**src/assert_macros.svh**
```systemverilog
// Assertion macros shared by the walker RTL.
// No dependencies; included by files that carry concurrent assertions.
`ifndef ASSERT_MACROS_SVH
`define ASSERT_MACROS_SVH
`ifndef SYNTHESIS
`define ASSERT_IMPLIES(label, clk, rst, ante, cons) \
  label: assert property (@(posedge clk) disable iff (rst) (ante) |-> (cons)) \
    else $error("assertion failed");
`define ASSERT_NEXT(label, clk, rst, ante, cons) \
  label: assert property (@(posedge clk) disable iff (rst) (ante) |=> (cons)) \
    else $error("assertion failed");
`else
`define ASSERT_IMPLIES(label, clk, rst, ante, cons)
`define ASSERT_NEXT(label, clk, rst, ante, cons)
`endif
`endif

```
**src/fltw_pkg.sv**
```systemverilog
// Shared types, constants and helper functions of the page table walker.
// No dependencies; used by the interfaces and all walker modules.
package fltw_pkg;

  localparam int TABLE_PAGES_DEFAULT = 64;
  localparam int IDX_W = 9;
  localparam int VA_W = 48;
  localparam int DESC_W = 64;
  localparam int DPAGE_W = 36;
  localparam int OFFSET_W = 12;
  localparam int ROOT_W = 6;
  localparam int LEVEL_W = 2;
  localparam int CFG_INDEX_W = 2;
  localparam logic [DESC_W-1:0] ATTR_RESET = 64'h00E8_0000_0000_0F43;
  localparam logic [1:0] DESC_VALID = 2'b11;

  typedef enum logic [1:0] {
    REQ_TRANSLATE = 2'd0,
    REQ_MAP = 2'd1,
    REQ_WRITE = 2'd2,
    REQ_READ = 2'd3
  } req_type_t;

  typedef enum logic [1:0] {
    ST_OK = 2'd0,
    ST_UNUSABLE = 2'd1,
    ST_RANGE = 2'd2
  } status_t;

  typedef enum logic [CFG_INDEX_W-1:0] {
    CFG_ROOT_PAGE = 2'd0,
    CFG_LEAF_ATTR = 2'd1
  } cfg_index_t;

  typedef enum logic [1:0] {
    S_IDLE,
    S_WALK,
    S_READ
  } state_t;

  typedef struct packed {
    logic rd_en;
    logic wr_en;
  } mem_ctl_t;

  typedef struct packed {
    logic [1:0] status;
    logic [VA_W-1:0] phys_addr;
    logic [LEVEL_W-1:0] fault_level;
    logic [DESC_W-1:0] entry_data;
    logic leaf_written;
  } result_t;

  function automatic logic usable(input logic [DESC_W-1:0] d);
    return (d[1:0] == DESC_VALID) && (d[VA_W-1:OFFSET_W] != '0);
  endfunction

  function automatic logic [IDX_W-1:0] level_index(input logic [VA_W-1:0] va,
                                                    input logic [LEVEL_W-1:0] lvl);
    logic [IDX_W-1:0] idx;
    case (lvl)
      2'd0: idx = va[47:39];
      2'd1: idx = va[38:30];
      2'd2: idx = va[29:21];
      default: idx = va[20:12];
    endcase
    return idx;
  endfunction

endpackage

```
**src/fltw_if.sv**
```systemverilog
// Handshake channel interfaces for requests, results and configuration writes.
// Depends on fltw_pkg for field widths.
interface fltw_req_if;
  logic valid;
  logic ready;
  logic [1:0] req_type;
  logic [fltw_pkg::VA_W-1:0] virt_addr;
  logic [fltw_pkg::VA_W-1:0] target_phys;
  logic [fltw_pkg::ROOT_W-1:0] table_page;
  logic [fltw_pkg::IDX_W-1:0] entry_index;
  logic [fltw_pkg::DESC_W-1:0] entry_value;

  modport source (output valid, req_type, virt_addr, target_phys, table_page,
                  entry_index, entry_value, input ready);
  modport sink (input valid, req_type, virt_addr, target_phys, table_page,
                entry_index, entry_value, output ready);
endinterface


```
**src/fltw_walker.sv**
```systemverilog
// Request sequencer: walks the four table levels, serves entry reads and writes,
// and holds one finished result. Depends on fltw_pkg and fltw_req_if.
module fltw_walker #(
  parameter int TABLE_PAGES = fltw_pkg::TABLE_PAGES_DEFAULT,
  parameter int ADDR_W = $clog2(TABLE_PAGES) + fltw_pkg::IDX_W
) (
  input  logic                        clk,
  input  logic                        rst,
  fltw_req_if.sink                    req,
  input  logic [fltw_pkg::ROOT_W-1:0] root_page,
  input  logic [fltw_pkg::DESC_W-1:0] leaf_attr,
  output fltw_pkg::mem_ctl_t          mem_ctl,
  output logic [ADDR_W-1:0]           mem_addr,
  output logic [fltw_pkg::DESC_W-1:0] mem_wdata,
  input  logic [fltw_pkg::DESC_W-1:0] mem_rdata,
  output logic                        done_valid,
  output fltw_pkg::result_t           done,
  input  logic                        done_pop
);

  localparam int PAGE_W = ADDR_W - fltw_pkg::IDX_W;
  localparam logic [fltw_pkg::DPAGE_W-1:0] PAGE_LIMIT = fltw_pkg::DPAGE_W'(TABLE_PAGES);

  fltw_pkg::state_t state, state_next;
  logic [fltw_pkg::LEVEL_W-1:0] lvl, lvl_next;
  logic [ADDR_W-1:0] addr_q, addr_next;
  fltw_pkg::req_type_t type_q;
  logic [fltw_pkg::VA_W-1:0] va_q;
  logic [fltw_pkg::DPAGE_W-1:0] tp_q;
  logic finish;
  fltw_pkg::result_t res_next;
  logic accept;
  logic [fltw_pkg::DPAGE_W-1:0] root_ext, req_page_ext, next_page;
  logic [fltw_pkg::DESC_W-1:0] d;

  assign req.ready = (state == fltw_pkg::S_IDLE) && !done_valid;
  assign accept = req.valid && req.ready;
  assign root_ext = fltw_pkg::DPAGE_W'(root_page);
  assign req_page_ext = fltw_pkg::DPAGE_W'(req.table_page);
  assign d = mem_rdata;
  assign next_page = d[fltw_pkg::VA_W-1:fltw_pkg::OFFSET_W];
  assign mem_addr = addr_next;

  always_comb begin
    state_next = state;
    lvl_next = lvl;
    addr_next = addr_q;
    mem_ctl = '0;
    mem_wdata = leaf_attr | {16'b0, tp_q, 12'b0};
    finish = 1'b0;
    res_next = '0;
    case (state)
      fltw_pkg::S_IDLE: begin
        if (accept) begin
          case (fltw_pkg::req_type_t'(req.req_type))
            fltw_pkg::REQ_TRANSLATE, fltw_pkg::REQ_MAP: begin
              if (root_ext >= PAGE_LIMIT) begin
                finish = 1'b1;
                res_next.status = fltw_pkg::ST_RANGE;
              end else begin
                mem_ctl.rd_en = 1'b1;
                addr_next = {root_ext[PAGE_W-1:0], fltw_pkg::level_index(req.virt_addr, 2'd0)};
                lvl_next = '0;
                state_next = fltw_pkg::S_WALK;
              end
            end
            fltw_pkg::REQ_WRITE: begin
              finish = 1'b1;
              if (req_page_ext >= PAGE_LIMIT) begin
                res_next.status = fltw_pkg::ST_RANGE;
              end else begin
                mem_ctl.wr_en = 1'b1;
                addr_next = {req_page_ext[PAGE_W-1:0], req.entry_index};
                mem_wdata = req.entry_value;
              end
            end
            default: begin
              if (req_page_ext >= PAGE_LIMIT) begin
                finish = 1'b1;
                res_next.status = fltw_pkg::ST_RANGE;
              end else begin
                mem_ctl.rd_en = 1'b1;
                addr_next = {req_page_ext[PAGE_W-1:0], req.entry_index};
                state_next = fltw_pkg::S_READ;
              end
            end
          endcase
        end
      end
      fltw_pkg::S_WALK: begin
        if (lvl != 2'd3) begin
          if (!fltw_pkg::usable(d)) begin
            finish = 1'b1;
            res_next.status = fltw_pkg::ST_UNUSABLE;
            res_next.fault_level = lvl;
            state_next = fltw_pkg::S_IDLE;
          end else if (next_page >= PAGE_LIMIT) begin
            finish = 1'b1;
            res_next.status = fltw_pkg::ST_RANGE;
            res_next.fault_level = lvl + 2'd1;
            state_next = fltw_pkg::S_IDLE;
          end else begin
            mem_ctl.rd_en = 1'b1;
            addr_next = {next_page[PAGE_W-1:0], fltw_pkg::level_index(va_q, lvl + 2'd1)};
            lvl_next = lvl + 2'd1;
          end
        end else begin
          finish = 1'b1;
          state_next = fltw_pkg::S_IDLE;
          if (type_q == fltw_pkg::REQ_TRANSLATE) begin
            if (fltw_pkg::usable(d)) begin
              res_next.phys_addr = {next_page, va_q[fltw_pkg::OFFSET_W-1:0]};
            end else begin
              res_next.status = fltw_pkg::ST_UNUSABLE;
              res_next.fault_level = lvl;
            end
          end else begin
            res_next.entry_data = d;
            if (!fltw_pkg::usable(d)) begin
              mem_ctl.wr_en = 1'b1;
              res_next.leaf_written = 1'b1;
            end
          end
        end
      end
      fltw_pkg::S_READ: begin
        finish = 1'b1;
        res_next.entry_data = d;
        state_next = fltw_pkg::S_IDLE;
      end
      default: begin
        state_next = fltw_pkg::S_IDLE;
      end
    endcase
  end

  always_ff @(posedge clk) begin
    if (rst) begin
      state <= fltw_pkg::S_IDLE;
      done_valid <= 1'b0;
    end else begin
      state <= state_next;
      if (finish) begin
        done_valid <= 1'b1;
      end else if (done_pop) begin
        done_valid <= 1'b0;
      end
    end
  end

  always_ff @(posedge clk) begin
    lvl <= lvl_next;
    addr_q <= addr_next;
    if (finish) begin
      done <= res_next;
    end
    if (accept) begin
      type_q <= fltw_pkg::req_type_t'(req.req_type);
      va_q <= req.virt_addr;
      tp_q <= req.target_phys[fltw_pkg::VA_W-1:fltw_pkg::OFFSET_W];
    end
  end

endmodule

```
**src/flat_wrapper.sv**
```systemverilog
// flat-port wrapper written by rule: the top's interface ports become plain ports
module fltw_walker_flat 
#(
  parameter int TABLE_PAGES = fltw_pkg::TABLE_PAGES_DEFAULT,
  parameter int ADDR_W = $clog2(TABLE_PAGES) + fltw_pkg::IDX_W
)
  (clk, rst, root_page, leaf_attr, mem_ctl, mem_addr, mem_wdata, mem_rdata, done_valid, done, done_pop, req_valid, req_req_type, req_virt_addr, req_target_phys, req_table_page, req_entry_index, req_entry_value, req_ready);
  fltw_req_if req_i ();
  input  logic clk;
  input  logic rst;
  input  logic [fltw_pkg::ROOT_W-1:0] root_page;
  input  logic [fltw_pkg::DESC_W-1:0] leaf_attr;
  output fltw_pkg::mem_ctl_t mem_ctl;
  output logic [ADDR_W-1:0] mem_addr;
  output logic [fltw_pkg::DESC_W-1:0] mem_wdata;
  input  logic [fltw_pkg::DESC_W-1:0] mem_rdata;
  output logic done_valid;
  output fltw_pkg::result_t done;
  input  logic done_pop;
  input wire logic [$bits(req_i.valid)-1:0] req_valid;
  input wire logic [$bits(req_i.req_type)-1:0] req_req_type;
  input wire logic [$bits(req_i.virt_addr)-1:0] req_virt_addr;
  input wire logic [$bits(req_i.target_phys)-1:0] req_target_phys;
  input wire logic [$bits(req_i.table_page)-1:0] req_table_page;
  input wire logic [$bits(req_i.entry_index)-1:0] req_entry_index;
  input wire logic [$bits(req_i.entry_value)-1:0] req_entry_value;
  output wire logic [$bits(req_i.ready)-1:0] req_ready;
  assign req_i.valid = req_valid;
  assign req_i.req_type = req_req_type;
  assign req_i.virt_addr = req_virt_addr;
  assign req_i.target_phys = req_target_phys;
  assign req_i.table_page = req_table_page;
  assign req_i.entry_index = req_entry_index;
  assign req_i.entry_value = req_entry_value;
  assign req_ready = req_i.ready;
  fltw_walker #(.TABLE_PAGES(TABLE_PAGES), .ADDR_W(ADDR_W)) u_core (.clk(clk), .rst(rst), .req(req_i), .root_page(root_page), .leaf_attr(leaf_attr), .mem_ctl(mem_ctl), .mem_addr(mem_addr), .mem_wdata(mem_wdata), .mem_rdata(mem_rdata), .done_valid(done_valid), .done(done), .done_pop(done_pop));
endmodule
```
**config.mk**
```make
export PLATFORM = sky130hd
export DESIGN_NAME = fltw_walker_flat
export DESIGN_NICKNAME = d
export VERILOG_FILES = /design/src/assert_macros.svh /design/src/fltw_pkg.sv /design/src/fltw_if.sv /design/src/fltw_walker.sv /design/src/flat_wrapper.sv
export SDC_FILE = /design/constraint.sdc
export NUM_CORES = 1
export LEC_CHECK = 0
export ABC_AREA = 1
export BUFFER_PORTS_ARGS = -buffer_cell sky130_fd_sc_hd__buf_2
export CAP_MARGIN = 20
export CORE_AREA = 2 2 199 201
export CTS_BUF_LIST = sky130_fd_sc_hd__clkbuf_2 sky130_fd_sc_hd__clkbuf_4 sky130_fd_sc_hd__clkbuf_8
export DETAILED_ROUTE_END_ITERATION = 16
export DIE_AREA = 0 0 201 203
export GPL_TIMING_DRIVEN = 0
export PLACE_DENSITY = 0.5
export REMOVE_ABC_BUFFERS = 1
export SYNTH_ARGS = -nofsm -noshare
export SYNTH_HDL_FRONTEND = slang
export SYNTH_SLANG_ARGS = --single-unit
```
**constraint.sdc**
```tcl
create_clock -name clk -period 7.6 [get_ports clk]
set_input_delay 0.38 -clock clk [delete_from_list [all_inputs] [get_ports clk]]
set_output_delay 0.38 -clock clk [all_outputs]
set_load 0.05 [all_outputs]
```
==> key figures, run 1 <==
Run status
  • Status: finished, final reports clean

Setup path
  • CP arrival: 3920 ps
  • Buf+Inv Stages, Crit Path: 5
  • Setup crit end kind: output pin
  • Worst path top cell family by delay: buffers and inverters
  • Max Fanout on Critical Path: 47
  • Req. time, crit path: 7220 ps
  • CP max stage delay: 560 ps
  • CP cell instances: inv_1 > ha_1 > inv_2 > nor2_4 > nand2_2 > inv_4 > nand2_4 > inv_2 > nand2_1 > nand2_1 > buf_2
  • Worst R2R Start: u_core.state[0]
  • Crit path from: u_core.state[0]
  • End of the critical path: mem_wdata[62]
  • Worst path depth: 11
  • Critical path's slowest cell: ha_1
  • CP Launch Type: flip-flop
  • Worst reg2reg endpoint: u_core.done[100]
  • Cell depth of the worst flop-to-flop path: 13
  • Reg2Reg Setup Slack: 3360 ps
  • Crit path kind: reg2out

STA
  • Final hold violation count: 0
  • Slew headroom: 43.3%
  • Post-layout min period: 4300 ps
  • Final period util: 56.6%
  • Final setup vio count: 0
  • Setup TNS: 0 ps
  • Layout Skew: 22.1 ps
  • FMAX: 232 MHz
  • Worst-Margin Slew: 851 ps
  • RSZ-0062 raised after global routing: no
  • Slew Limit Fails: 0
  • Worst Hold Slack: 73.1 ps

Layout
  • Area growth, synth to finish: 51.2%
  • Fillers: 3955
  • Core Util, Final: 37.3%
  • Layout cells sized above 1: 38.7%
  • Net count, final: 1834
  • Final instance area: 14400 µm²

Synthesis
  • EDFF count, synth: 205
  • Synth async-reset ratio: 0%
  • Post-Syn Instances: 909
  • Register area share after synthesis: 68.6%
  • Post-Syn Area per Cell: 10.4 µm²
  • Post-synth top area share: 64.8%
  • Cell taking the most area after synthesis: edfxtp_1
  • Yosys Warn Count: 0
  • Post-Syn Area: 9500 µm²
  • Ys flop type: edfxtp_1
  • Yosys reg bits: 223
  • Top post-synthesis cells by count: nor2_1 (218), nand2_1 (208), edfxtp_1 (205)
  • Yosys cell types: 25
  • Most frequent cell after synthesis: nor2_1
  • Main area contributors after synthesis: edfxtp_1 (65%), nor2_1 (8.6%), nand2_1 (8.2%)

Drt
  • WL final: 32800 µm
  • Vias per cell: 4.11
  • DRC viols: 0
  • DR pass1 iterations: 5
  • Via count: 8458
  • Iter 0 DRT Violations: 411
  • WL per Instance: 15.9 µm
  • Routed Antenna Nets: 0

Placed design
  • I/O Buffers: 502
  • DP HPWL: 23600 µm
  • Gpl congestion: 0.837
  • Placed instance area: 12600 µm²

Global route
  • First-pass GRT wire length: 47800 µm
  • Initial antenna violation count: 1
  • Largest net degree at the start of global routing: 84
  • GRT Overall Usage: 15.3%
  • Vias in the first global route: 8483
  • GRT Residual Overflow: 0

Flow run
  • Max Cap Violations: 0

Clock tree
  • Root Driver: clkbuf_8
  • Cts bufs inserted: 43
  • Later-pin clock latency in the skew report: 580 ps
  • CTS tree: built
  • Clock transition at the registers of the reported paths: 50 ps
  • Max clock buf depth: 3
  • CTS Sinks: 223
  • H-tree depth: 2

Floorplan
  • CORE AREA: 38500 µm²
  • Initial Utilization: 24.7%
  • # IOs: 515
  • FP Rows: 72
  • Chip width: 201 µm
  • DIE HEIGHT: 203 µm
  • Die area: 40800 µm²

Power and ir drop
  • Leakage: 0.00680 µW
  • Overall power: 6120 µW
  • Pwr per Cell Area: 426 nW/µm²
  • Peak VDD IR: 0.000264 V

Hold path
  • Hold crit path type: in2reg
  • Worst hold stages: 3
==> cells in the final DEF (no fill, tap or decap) <==
cell / Yosys / layout
a32oi_1: 9 / 9
nor2_4: 3 / 3
clkinv_4: 0 / 1
ha_1: 9 / 9
clkbuf_8: 0 / 46
nand4_2: 2 / 1
edfxtp_1: 205 / 205
inv_4: 0 / 1
nand3b_1: 1 / 1
clkinv_1: 0 / 5
o22ai_1: 1 / 1
a31oi_1: 6 / 6
nand4_1: 3 / 3
bufinv_16: 0 / 3
nand4_4: 0 / 1
inv_8: 0 / 2
nand2_1: 208 / 207
a21oi_1: 53 / 53
buf_2: 18 / 502
dlygate4sd3_1: 0 / 86
diode_2: 0 / 1
o21ai_2: 2 / 1
clkinv_2: 0 / 3
inv_2: 5 / 4
o21ai_4: 0 / 1
nand2_2: 3 / 3
inv_6: 0 / 1
buf_16: 0 / 3
nand2_4: 0 / 1
o211ai_1: 1 / 1
buf_12: 0 / 3
nand3_1: 10 / 10
nor2_1: 218 / 218
clkbuf_4: 0 / 14
inv_1: 103 / 102
dfxtp_1: 18 / 18
o21ai_0: 10 / 10
o21ai_1: 1 / 1
clkinvlp_4: 0 / 2
==> routing by layer <==
layer,vias up,routed length (µm),GRT usage (%),part of all wire (%)
met5,-,0,0,0
met4,0,760,5.24,2.3
met3,51,2330,3.84,7.1
met2,365,15600,25.7,48
met1,3871,14100,19.2,43
li1,4171,-,-,-
==> what timing repair did <==
action / 4_1_cts / 5_1_grt
resized for setup: 0 / 0
setup buffers: 0 / 0
endpoints found under the hold margin: 86 / 0
hold buffers: 86 / 0
==> state kept, by name, summed over array words and instances, names as in the netlist <==
name / cells
u_core.lvl: 2
u_core.state: 2
u_core.va_q: 48
u_core.done: 117
u_core.type_q: 2
u_core.tp_q: 36
u_core.addr_q: 15
u_core.done_valid: 1
==> worst min path at each step <==
| stage | slack (ps) | endpoint | from |
|---|---|---|---|
| finish | 70 | u_core.addr_q[14] | mem_rdata[17] |
| global route | 60 | u_core.addr_q[14] | mem_rdata[17] |
| CTS | 10 | u_core.addr_q[14] | mem_rdata[17] |
| detailed placement | 440 | u_core.addr_q[7] | u_core.addr_q[7] |
| global placement | 440 | u_core.addr_q[7] | u_core.addr_q[7] |
| floorplan | 450 | u_core.done_valid | rst |
==> per-stage QoR <==
step	setup WS, ps	instances
6_report	3300	2060
5_1_grt	2930	2060
4_1_cts	3160	2059
3_5_place_dp	3200	1897
3_3_place_gp	-3810	1891
2_1_floorplan	-300	871
==> kinds of logic after synthesis <==
logic type                 share of synthesized area (%)
adders and majority gates                           1.19
buffers and inverters                               6.80
DFF                                                 68.6
and+or+nand+nor                                     18.5
AOI/OAI and AO/OA                                   4.93
==> power breakdown <==
part	switching (µW)	internal, µW	leakage, µW
sequential	118	1920	0.00213
clock	533	734	0.000474
combinational	2260	554	0.00419
==> worst register-to-register path, delay by kind of cell, from the launching register on <==
family | cells | cell delay, ps
simple gates | 6 | 960
fa+ha+maj | 1 | 560
buf+inv | 6 | 1980
flops | 1 | 330
==> cell type report <==
class,instances,area (µm²),area share (%)
diodes,1,2.50,0.0174
clock inverters,16,170,1.18
well taps,518,648,4.51
multi-input cells,540,2360,16.4
repair buffers,594,3520,24.5
flip-flops and latches,223,6520,45.4
inverters,108,413,2.88
clock buffers,60,738,5.14
Power figures use the tool's default switching activity.
==> run 2, diff against run 1 <==
--- a/config.mk
+++ b/config.mk
@@ -5,15 +5,15 @@
 export SDC_FILE = /design/constraint.sdc
 export NUM_CORES = 1
 export LEC_CHECK = 0
-export ABC_AREA = 1
+export ABC_AREA = 0
 export BUFFER_PORTS_ARGS = -buffer_cell sky130_fd_sc_hd__buf_2
 export CAP_MARGIN = 20
-export CORE_AREA = 2 2 199 201
+export CORE_AREA = 2 2 203 205
 export CTS_BUF_LIST = sky130_fd_sc_hd__clkbuf_2 sky130_fd_sc_hd__clkbuf_4 sky130_fd_sc_hd__clkbuf_8
 export DETAILED_ROUTE_END_ITERATION = 16
-export DIE_AREA = 0 0 201 203
+export DIE_AREA = 0 0 205 207
 export GPL_TIMING_DRIVEN = 0
-export PLACE_DENSITY = 0.5
+export PLACE_DENSITY = 0.48
 export REMOVE_ABC_BUFFERS = 1
 export SYNTH_ARGS = -nofsm -noshare
 export SYNTH_HDL_FRONTEND = slang
==> constraint.sdc (replaced) <==
create_clock -name clk -period 4.3 [get_ports clk]
set_input_delay 0.215 -clock clk [delete_from_list [all_inputs] [get_ports clk]]
set_output_delay 0.215 -clock clk [all_outputs]
set_load 0.05 [all_outputs]
==> run 2 against run 1 <==
Area after synthesis down 1.8%. Die area grew 4.0%. Flip-flop and latch count stayed put. Via count decreased by 7.4%. Clock skew is 5.3 ps higher. Total power increased by 10%.
==> key figures, run 2 <==
Synthesis
  • Ys flop type: edfxtp_1
  • Synth Area in XOR/XNOR: 0% (unchanged)
  • Yosys reg bits: 223 (unchanged)
  • Main area contributors after synthesis: edfxtp_1 (66%), and2_1 (6.9%), mux2_2 (4.1%)
  • Multiplexer share of the synthesized area: 5.50% (+5.5 points)
  • Most frequent cell after synthesis: edfxtp_1
  • Yosys Warn Count: 0 (unchanged)
  • Synth Area in Compound Gates: 6.17% (+1.2 points)
  • Post-synth top area share: 66.0% (+1.2 points)
  • EDFF count, synth: 205 (unchanged)
  • Register area share after synthesis: 69.9% (+1.3 points)
  • Synth async-reset ratio: 0% (unchanged)
  • Simple logic cell fraction of the synthesized area: 15.1% (-3.3 points)
  • Post-synthesis adder-cell area fraction: 1.21% (+0.022 points)
  • Post-Syn Area per Cell: 13.9 µm² (+33%)
  • Post-Syn Instances: 673 (-26%)
  • Cell taking the most area after synthesis: edfxtp_1
  • Yosys cell types: 43 (+72%)
  • Top post-synthesis cells by count: edfxtp_1 (205), and2_1 (103), nor2_1 (83)
  • Largest family of logic cells by synthesized area: simple AND/OR/NAND/NOR gates
  • Post-Syn Area: 9330 µm² (-1.8%)

Floorplan
  • Die area: 42400 µm² (+4.0%)
  • Chip width: 205 µm (+2.0%)
  • DIE HEIGHT: 207 µm (+2.0%)
  • # IOs: 515 (unchanged)
  • Initial Utilization: 23.1% (-1.6 points)
  • CORE AREA: 40400 µm² (+4.9%)
  • FP Rows: 74 (+2.8%)

Layout
  • Leading cell types in the layout, fill and taps excluded: buf_2 (502), edfxtp_1 (205), dlygate4sd3_1 (156), and2_1 (103), nor2_1 (83)
  • Area of the multi-input gates: 2660 µm² (+13%)
  • Area growth, synth to finish: 60.8%
  • Largest register FFs: 117 (unchanged)
  • Layout cells sized above 1: 46.3% (+7.7 points)
  • Reg area: 6520 µm² (unchanged)
  • Ant diodes: 0 (-1)
  • Net count, final: 1674 (-8.7%)
  • Register with the most flip-flops: u_core.done
  • Top flop regs: u_core.done (117), u_core.va_q (48), u_core.tp_q (36)
  • Most common cell after layout, fill and taps aside: buf_2
  • Fillers: 4048 (+2.4%)

Clock tree
  • Clock transition at the registers of the reported paths: 60 ps (about the same)
  • CTS Sinks: 223 (unchanged)
  • CTS tree: built
  • Root Driver: clkbuf_8
  • Max clock buf depth: 3 (unchanged)
  • Cts bufs inserted: 42 (-2.3%)
  • Later-pin clock latency in the skew report: 590 ps (about the same)
  • H-tree depth: 2 (unchanged)

STA
  • Final setup vio count: 0 (unchanged)
  • Final period util: 91.1%
  • Worst Hold Slack: 42.9 ps (-30.2 ps)
  • Final hold violation count: 0 (unchanged)
  • Slew Limit Fails: 0 (unchanged)
  • Setup TNS: 0 ps (unchanged)
  • Slew headroom: 46.9% (+3.7 points)
  • Post-layout min period: 3920 ps
  • RSZ-0062 raised after global routing: no
  • Layout Skew: 27.3 ps (+5.26 ps)
  • FMAX: 255 MHz
  • Worst-Margin Slew: 794 ps (-56.9 ps)

Global route
  • First-pass GRT wire length: 47500 µm (-0.59%)
  • Initial antenna violation count: 0 (-1)
  • Largest net degree at the start of global routing: 72 (-14%)
  • Vias in the first global route: 8081 (-4.7%)
  • GRT Overall Usage: 14.9% (-0.39 points)
  • GRT Residual Overflow: 0 (unchanged)

Setup path
  • CP arrival: 3700 ps (-220 ps)
  • Cell depth of the worst flop-to-flop path: 8 (-5)
  • Critical path's slowest cell: or3_4
  • Worst path depth: 8 (-3)
  • Setup crit end kind: output pin
  • CP cell instances: inv_1 > ha_1 > and2b_1 > nand2_2 > or3_4 > buf_16 > a21oi_1 > buf_2
  • Worst R2R Start: u_core.state[0]
  • Crit path kind: reg2out
  • Crit path from: u_core.state[0]
  • Buf+Inv Stages, Crit Path: 3 (-2)
  • CP max stage delay: 650 ps (+90 ps)
  • End of the critical path: mem_wdata[36]
  • Req. time, crit path: 4090 ps (-3130 ps)
  • Reg2Reg Setup Slack: 570 ps (-2790 ps)
  • CP Launch Type: flip-flop
  • Worst reg2reg endpoint: u_core.done[99]
  • Worst path top cell family by delay: simple AND/OR/NAND/NOR gates
  • Max Fanout on Critical Path: 68 (+45%)

Drt
  • Via count: 7834 (-7.4%)
  • Routed Antenna Nets: 0 (unchanged)
  • WL final: 32700 µm (-0.13%)
  • DRC viols: 0 (unchanged)
  • DR pass1 iterations: 4 (-1)
  • WL per Instance: 17.1 µm (+7.7%)
  • Vias per cell: 4.10 (-0.16%)
  • Iter 0 DRT Violations: 298 (-27%)

Power and ir drop
  • Leakage: 0.00641 µW (-5.6%)
  • Internal power: 4370 µW (+36%)
  • Part of the power in registers: 41.3% (+7.9 points)
  • Peak VDD IR: 0.000225 V (-15%)
  • Pwr per Cell Area: 450 nW/µm² (+5.6%)
  • Overall power: 6750 µW (+10%)
  • Sw Ratio: 35.2% (-12 points)
  • NetSw: 2370 µW (-18%)
  • Clk pwr share: 30.7% (+10 points)
  • Combinational share of power: 28.1% (-18 points)

Run status
  • Status: finished, final reports clean

Placed design
  • DP HPWL: 23600 µm (-0.33%)
  • I/O Buffers: 502 (unchanged)
  • Gpl congestion: 0.867 (+3.7%)

Flow run
  • Max Cap Violations: 0 (unchanged)

Hold path
  • Hold crit path type: in2reg
==> run 2: cell count changes in the layout (fill, tap and decap cells not counted), moves of 7 or more <==
cell           previous run  this run
nand3_1                  10         1
and2_1                    0       103
a21oi_1                  53        37
a222oi_1                  0         9
mux2i_1                   0        13
nor2_1                  218        83
nor4_1                    0         7
and2_2                    0        10
dlygate4sd3_1            86       156
and2_4                    0         8
mux2_2                    0        34
inv_1                   102         8
a32oi_1                   9         0
nand2_1                 207        32
==> run 2: worst min path at each step <==
stage	startpoint	depth (start not counted)	end
global route	mem_rdata[17]	2	u_core.done[84]
finish	mem_rdata[17]	2	u_core.done[84]
floorplan	req_target_phys[12]	0	u_core.tp_q[0]
global placement	req_target_phys[28]	1	u_core.tp_q[16]
detailed placement	req_virt_addr[10]	1	u_core.va_q[10]
CTS	req_entry_index[5]	5	u_core.addr_q[5]
==> run 2: logic make-up after synthesis <==
kind of cell    after synthesis
compound gates               87
flops                       223
simple gates                263
fa+ha+maj                     9
buf+inv                      44
mux                          47
==> run 2: what timing repair did <==
action | 4_1_cts | 5_1_grt
buffers inserted | 0 | 0
hold buffers | 156 | 0
hold endpoints to repair | 193 | 0
resized for setup | 1 | 0
endpoints found under the setup margin | 29 | 0
==> run 2: routing by layer <==
metal | vias to the layer above | share of wire (%) | GRT usage [%] | wire length [µm]
met4 | 0 | 1.8 | 4.96 | 589
met5 | - | 0 | 0 | 0
met2 | 319 | 48 | 25.0 | 15600
met3 | 40 | 8.6 | 4.37 | 2820
met1 | 3664 | 42 | 18.2 | 13800
li1 | 3811 | - | - | -
==> run 2: power groups by stage <==
stage               registers [µW]  clock network, µW  logic (µW)
floorplan                     3330                  0         742
global placement              2920                  0        1750
detailed placement            2830                  0        1800
CTS                           2790               2170        1920
global route                  2810               2260        2010
finish                        2780               2070        1890
==> run 2: layout make-up <==
| cell class | instances | share of cell area (%) |
|---|---|---|
| Clock buffer | 55 | 4.55 |
| Multi-Input combinational cell | 406 | 17.7 |
| Clock inverter | 18 | 0.893 |
| Tap cell | 532 | 4.44 |
| Sequential cell | 223 | 43.5 |
| Inverter | 9 | 0.242 |
| Timing Repair Buffer | 668 | 28.7 |
==> run 2: stage by stage <==
step / cells / worst slack, ps / util, % / instance area (µm²)
floorplan: 638 / -5750 / - / 9160
global placement: 1672 / -10120 / 30.6 / 12300
detailed placement: 1682 / 89.2 / 31.2 / 12600
CTS: 1911 / 238 / 37.1 / 15000
global route: 1911 / 96.5 / 37.1 / 15000
finish: 1911 / 383 / 37.1 / 15000
==> run 3, diff against run 2 <==
--- a/config.mk
+++ b/config.mk
@@ -5,15 +5,15 @@
 export SDC_FILE = /design/constraint.sdc
 export NUM_CORES = 1
 export LEC_CHECK = 0
-export ABC_AREA = 0
+export ABC_AREA = 1
 export BUFFER_PORTS_ARGS = -buffer_cell sky130_fd_sc_hd__buf_2
 export CAP_MARGIN = 20
-export CORE_AREA = 2 2 203 205
+export CORE_AREA = 2 2 199 201
 export CTS_BUF_LIST = sky130_fd_sc_hd__clkbuf_2 sky130_fd_sc_hd__clkbuf_4 sky130_fd_sc_hd__clkbuf_8
 export DETAILED_ROUTE_END_ITERATION = 16
-export DIE_AREA = 0 0 205 207
+export DIE_AREA = 0 0 201 203
 export GPL_TIMING_DRIVEN = 0
-export PLACE_DENSITY = 0.48
+export PLACE_DENSITY = 0.5
 export REMOVE_ABC_BUFFERS = 1
 export SYNTH_ARGS = -nofsm -noshare
 export SYNTH_HDL_FRONTEND = slang
==> run 3 against run 2 <==
Register-to-register slack got worse by 200 ps. Largest cell class unchanged. Largest power group is now combinational logic. Sequential power grew 30%. Die area decreased by 3.8%. Via count increased by 11%. Count of clock-buffer cells in the layout is 5 higher. Clock power up 8%. Critical path depth grew 5.
==> key figures, run 3 (synthesis results as in run 1) <==
Layout
  • Largest register FFs: 117 (unchanged)
  • Layout cells sized above 1: 37.0% (-9.3 points)
  • Leading cell types in the layout, fill and taps excluded: buf_2 (502), nor2_1 (218), nand2_1 (207), edfxtp_1 (205), dlygate4sd3_1 (154)
  • Ant diodes: 0 (unchanged)
  • Core Util, Final: 39.1% (+2.0 points)
  • Net count, final: 1902 (+14%)
  • Most common cell after layout, fill and taps aside: buf_2
  • Register with the most flip-flops: u_core.done
  • Top flop regs: u_core.done (117), u_core.va_q (48), u_core.tp_q (36)
  • Final instance area: 15000 µm² (+0.34%)
  • Area growth, synth to finish: 58.4%
  • Fillers: 3876 (-4.2%)

STA
  • Final hold violation count: 0 (unchanged)
  • FMAX: 254 MHz (-0.40%)
  • Final setup vio count: 0 (unchanged)
  • Slew headroom: 43.8% (-3.1 points)
  • RSZ-0062 raised after global routing: no
  • Layout Skew: 19.6 ps (-7.76 ps)
  • Post-layout min period: 3930 ps (+15.6 ps)
  • Worst-Margin Slew: 843 ps (+48.6 ps)
  • Final period util: 91.5% (+0.36 points)
  • Slew Limit Fails: 0 (unchanged)

Global route
  • Met1 usage: 19.5% (+1.4 points)
  • GRT Overall Usage: 15.6% (+0.70 points)
  • GRT busiest layer: met2
  • Largest net degree at the start of global routing: 84 (+17%)
  • Met2 Use GR: 26.5% (+1.5 points)
  • Initial antenna violation count: 0 (unchanged)
  • M3 GR Usage: 3.63% (-0.75 points)
  • First-pass GRT wire length: 49000 µm (+3.1%)
  • Vias in the first global route: 8841 (+9.4%)
  • GRT Residual Overflow: 0 (unchanged)

Floorplan
  • DIE HEIGHT: 203 µm (-1.9%)
  • FP Rows: 72 (-2.7%)
  • Chip width: 201 µm (-2.0%)
  • # IOs: 515 (unchanged)
  • CORE AREA: 38500 µm² (-4.7%)
  • Initial Utilization: 24.7% (+1.6 points)
  • Die area: 40800 µm² (-3.8%)

Clock tree
  • Clock transition at the registers of the reported paths: 60 ps (about the same)
  • Root Driver: clkbuf_8
  • Max clock buf depth: 3 (unchanged)
  • H-tree depth: 2 (unchanged)
  • Cts bufs inserted: 43 (+2.4%)
  • Later-pin clock latency in the skew report: 570 ps (-20 ps)
  • Postcts setup bufs: 0 (unchanged)
  • CTS tree: built
  • CTS Sinks: 223 (unchanged)

Setup path
  • Crit path kind: reg2reg
  • Max Fanout on Critical Path: 83 (+22%)
  • Worst path top cell family by delay: buffers and inverters
  • CP arrival: 4150 ps (+450 ps)
  • Buf+Inv Stages, Crit Path: 6 (+3)
  • CP max stage delay: 570 ps (-80 ps)
  • CP cell instances: inv_1 > ha_1 > inv_2 > nor2_4 > nand2_2 > inv_6 > nand2_4 > inv_4 > nor2_1 > nand2_1 > nand2_1 > inv_6 > buf_16
  • Critical path's slowest cell: ha_1
  • Setup crit end kind: flip-flop
  • CP Launch Type: flip-flop
  • Req. time, crit path: 4510 ps (+420 ps)

Drt
  • Vias per cell: 4.10 (about the same)
  • WL final: 33400 µm (+2.1%)
  • Iter 0 DRT Violations: 441 (+48%)
  • DRC viols: 0 (unchanged)
  • Routed Antenna Nets: 0 (unchanged)
  • Via count: 8718 (+11%)
  • WL per Instance: 15.7 µm (-8.2%)
  • DR pass1 iterations: 5 (+1)

Flow run
  • Max Cap Violations: 0 (unchanged)

Placed design
  • I/O Buffers: 502 (unchanged)
  • Placed instance area: 12600 µm² (-0.19%)
  • DP HPWL: 23600 µm (+0.33%)
  • Gpl congestion: 0.837 (-3.6%)

Power and ir drop
  • Pwr per Cell Area: 724 nW/µm² (+61%)
  • Overall power: 10900 µW (+61%)
  • Leakage: 0.00708 µW (+10%)
  • Peak VDD IR: 0.000467 V (+110%)

Run status
  • Status: finished, final reports clean

Hold path
  • Hold crit path type: in2reg
## run 3: path summary, 6_finish.rpt
path | to | slack (ps) | from | depth (start not counted)
hold / removal | u_core.addr_q[12] | 40 | root_page[3] | 5
setup / recovery | u_core.done[38] | 370 | u_core.state[0] | 13
hold reg to reg | u_core.addr_q[7] | 460 | u_core.addr_q[7] | 2
setup reg to reg | u_core.done[38] | 370 | u_core.state[0] | 13
## run 3: power by group
part	switching, µW	internal [µW]	leakage (µW)
clock network	943	1300	0.000474
registers	210	3400	0.00213
logic	4010	1030	0.00447
## run 3: layer usage
metal	wire (µm)	up-vias
li1	-	4303
met4	746	0
met2	16100	371
met1	14200	3992
met3	2380	52
met5	0	-
## run 3: what timing repair did
item,4_1_cts,5_1_grt
hold endpoints to repair,187,0
resized for setup,1,1
setup endpoints to repair,83,83
cloned,0,0
hold buffers,154,0
## run 3: final cells by class
cell class                 instances  area (µm²)  share of cell area (%)
sequential                       223        6520                    43.3
timing repair buffer             662        4200                    27.9
multi-input combinational        540        2360                    15.7
clock buffer                      60         738                    4.91
tap                              518         648                    4.31
inverter                         108         418                    2.78
clock inverter                    16         170                    1.13
## run 3: metrics by stage
step,worst slack [ps],hold slack (ps),instances,setup TNS [ps]
after global routing,13.3,51.2,2127,0
final,367,41.3,2127,0
after detailed placement,-98.7,393,1897,-7720
after floorplan,-3600,284,871,-510840
after global placement,-7110,392,1891,-1031170
after CTS,88.0,1.77,2127,0
## run 3: worst reg2reg max path, stage by stage, from the launching register on
cell and delay, ps:
dfxtp_1 330, inv_1 90, ha_1 570, inv_2 100
nor2_4 130, nand2_2 140, inv_6 390, nand2_4 330
inv_4 390, nor2_1 90, nand2_1 70, nand2_1 160
inv_6 340, buf_16 360
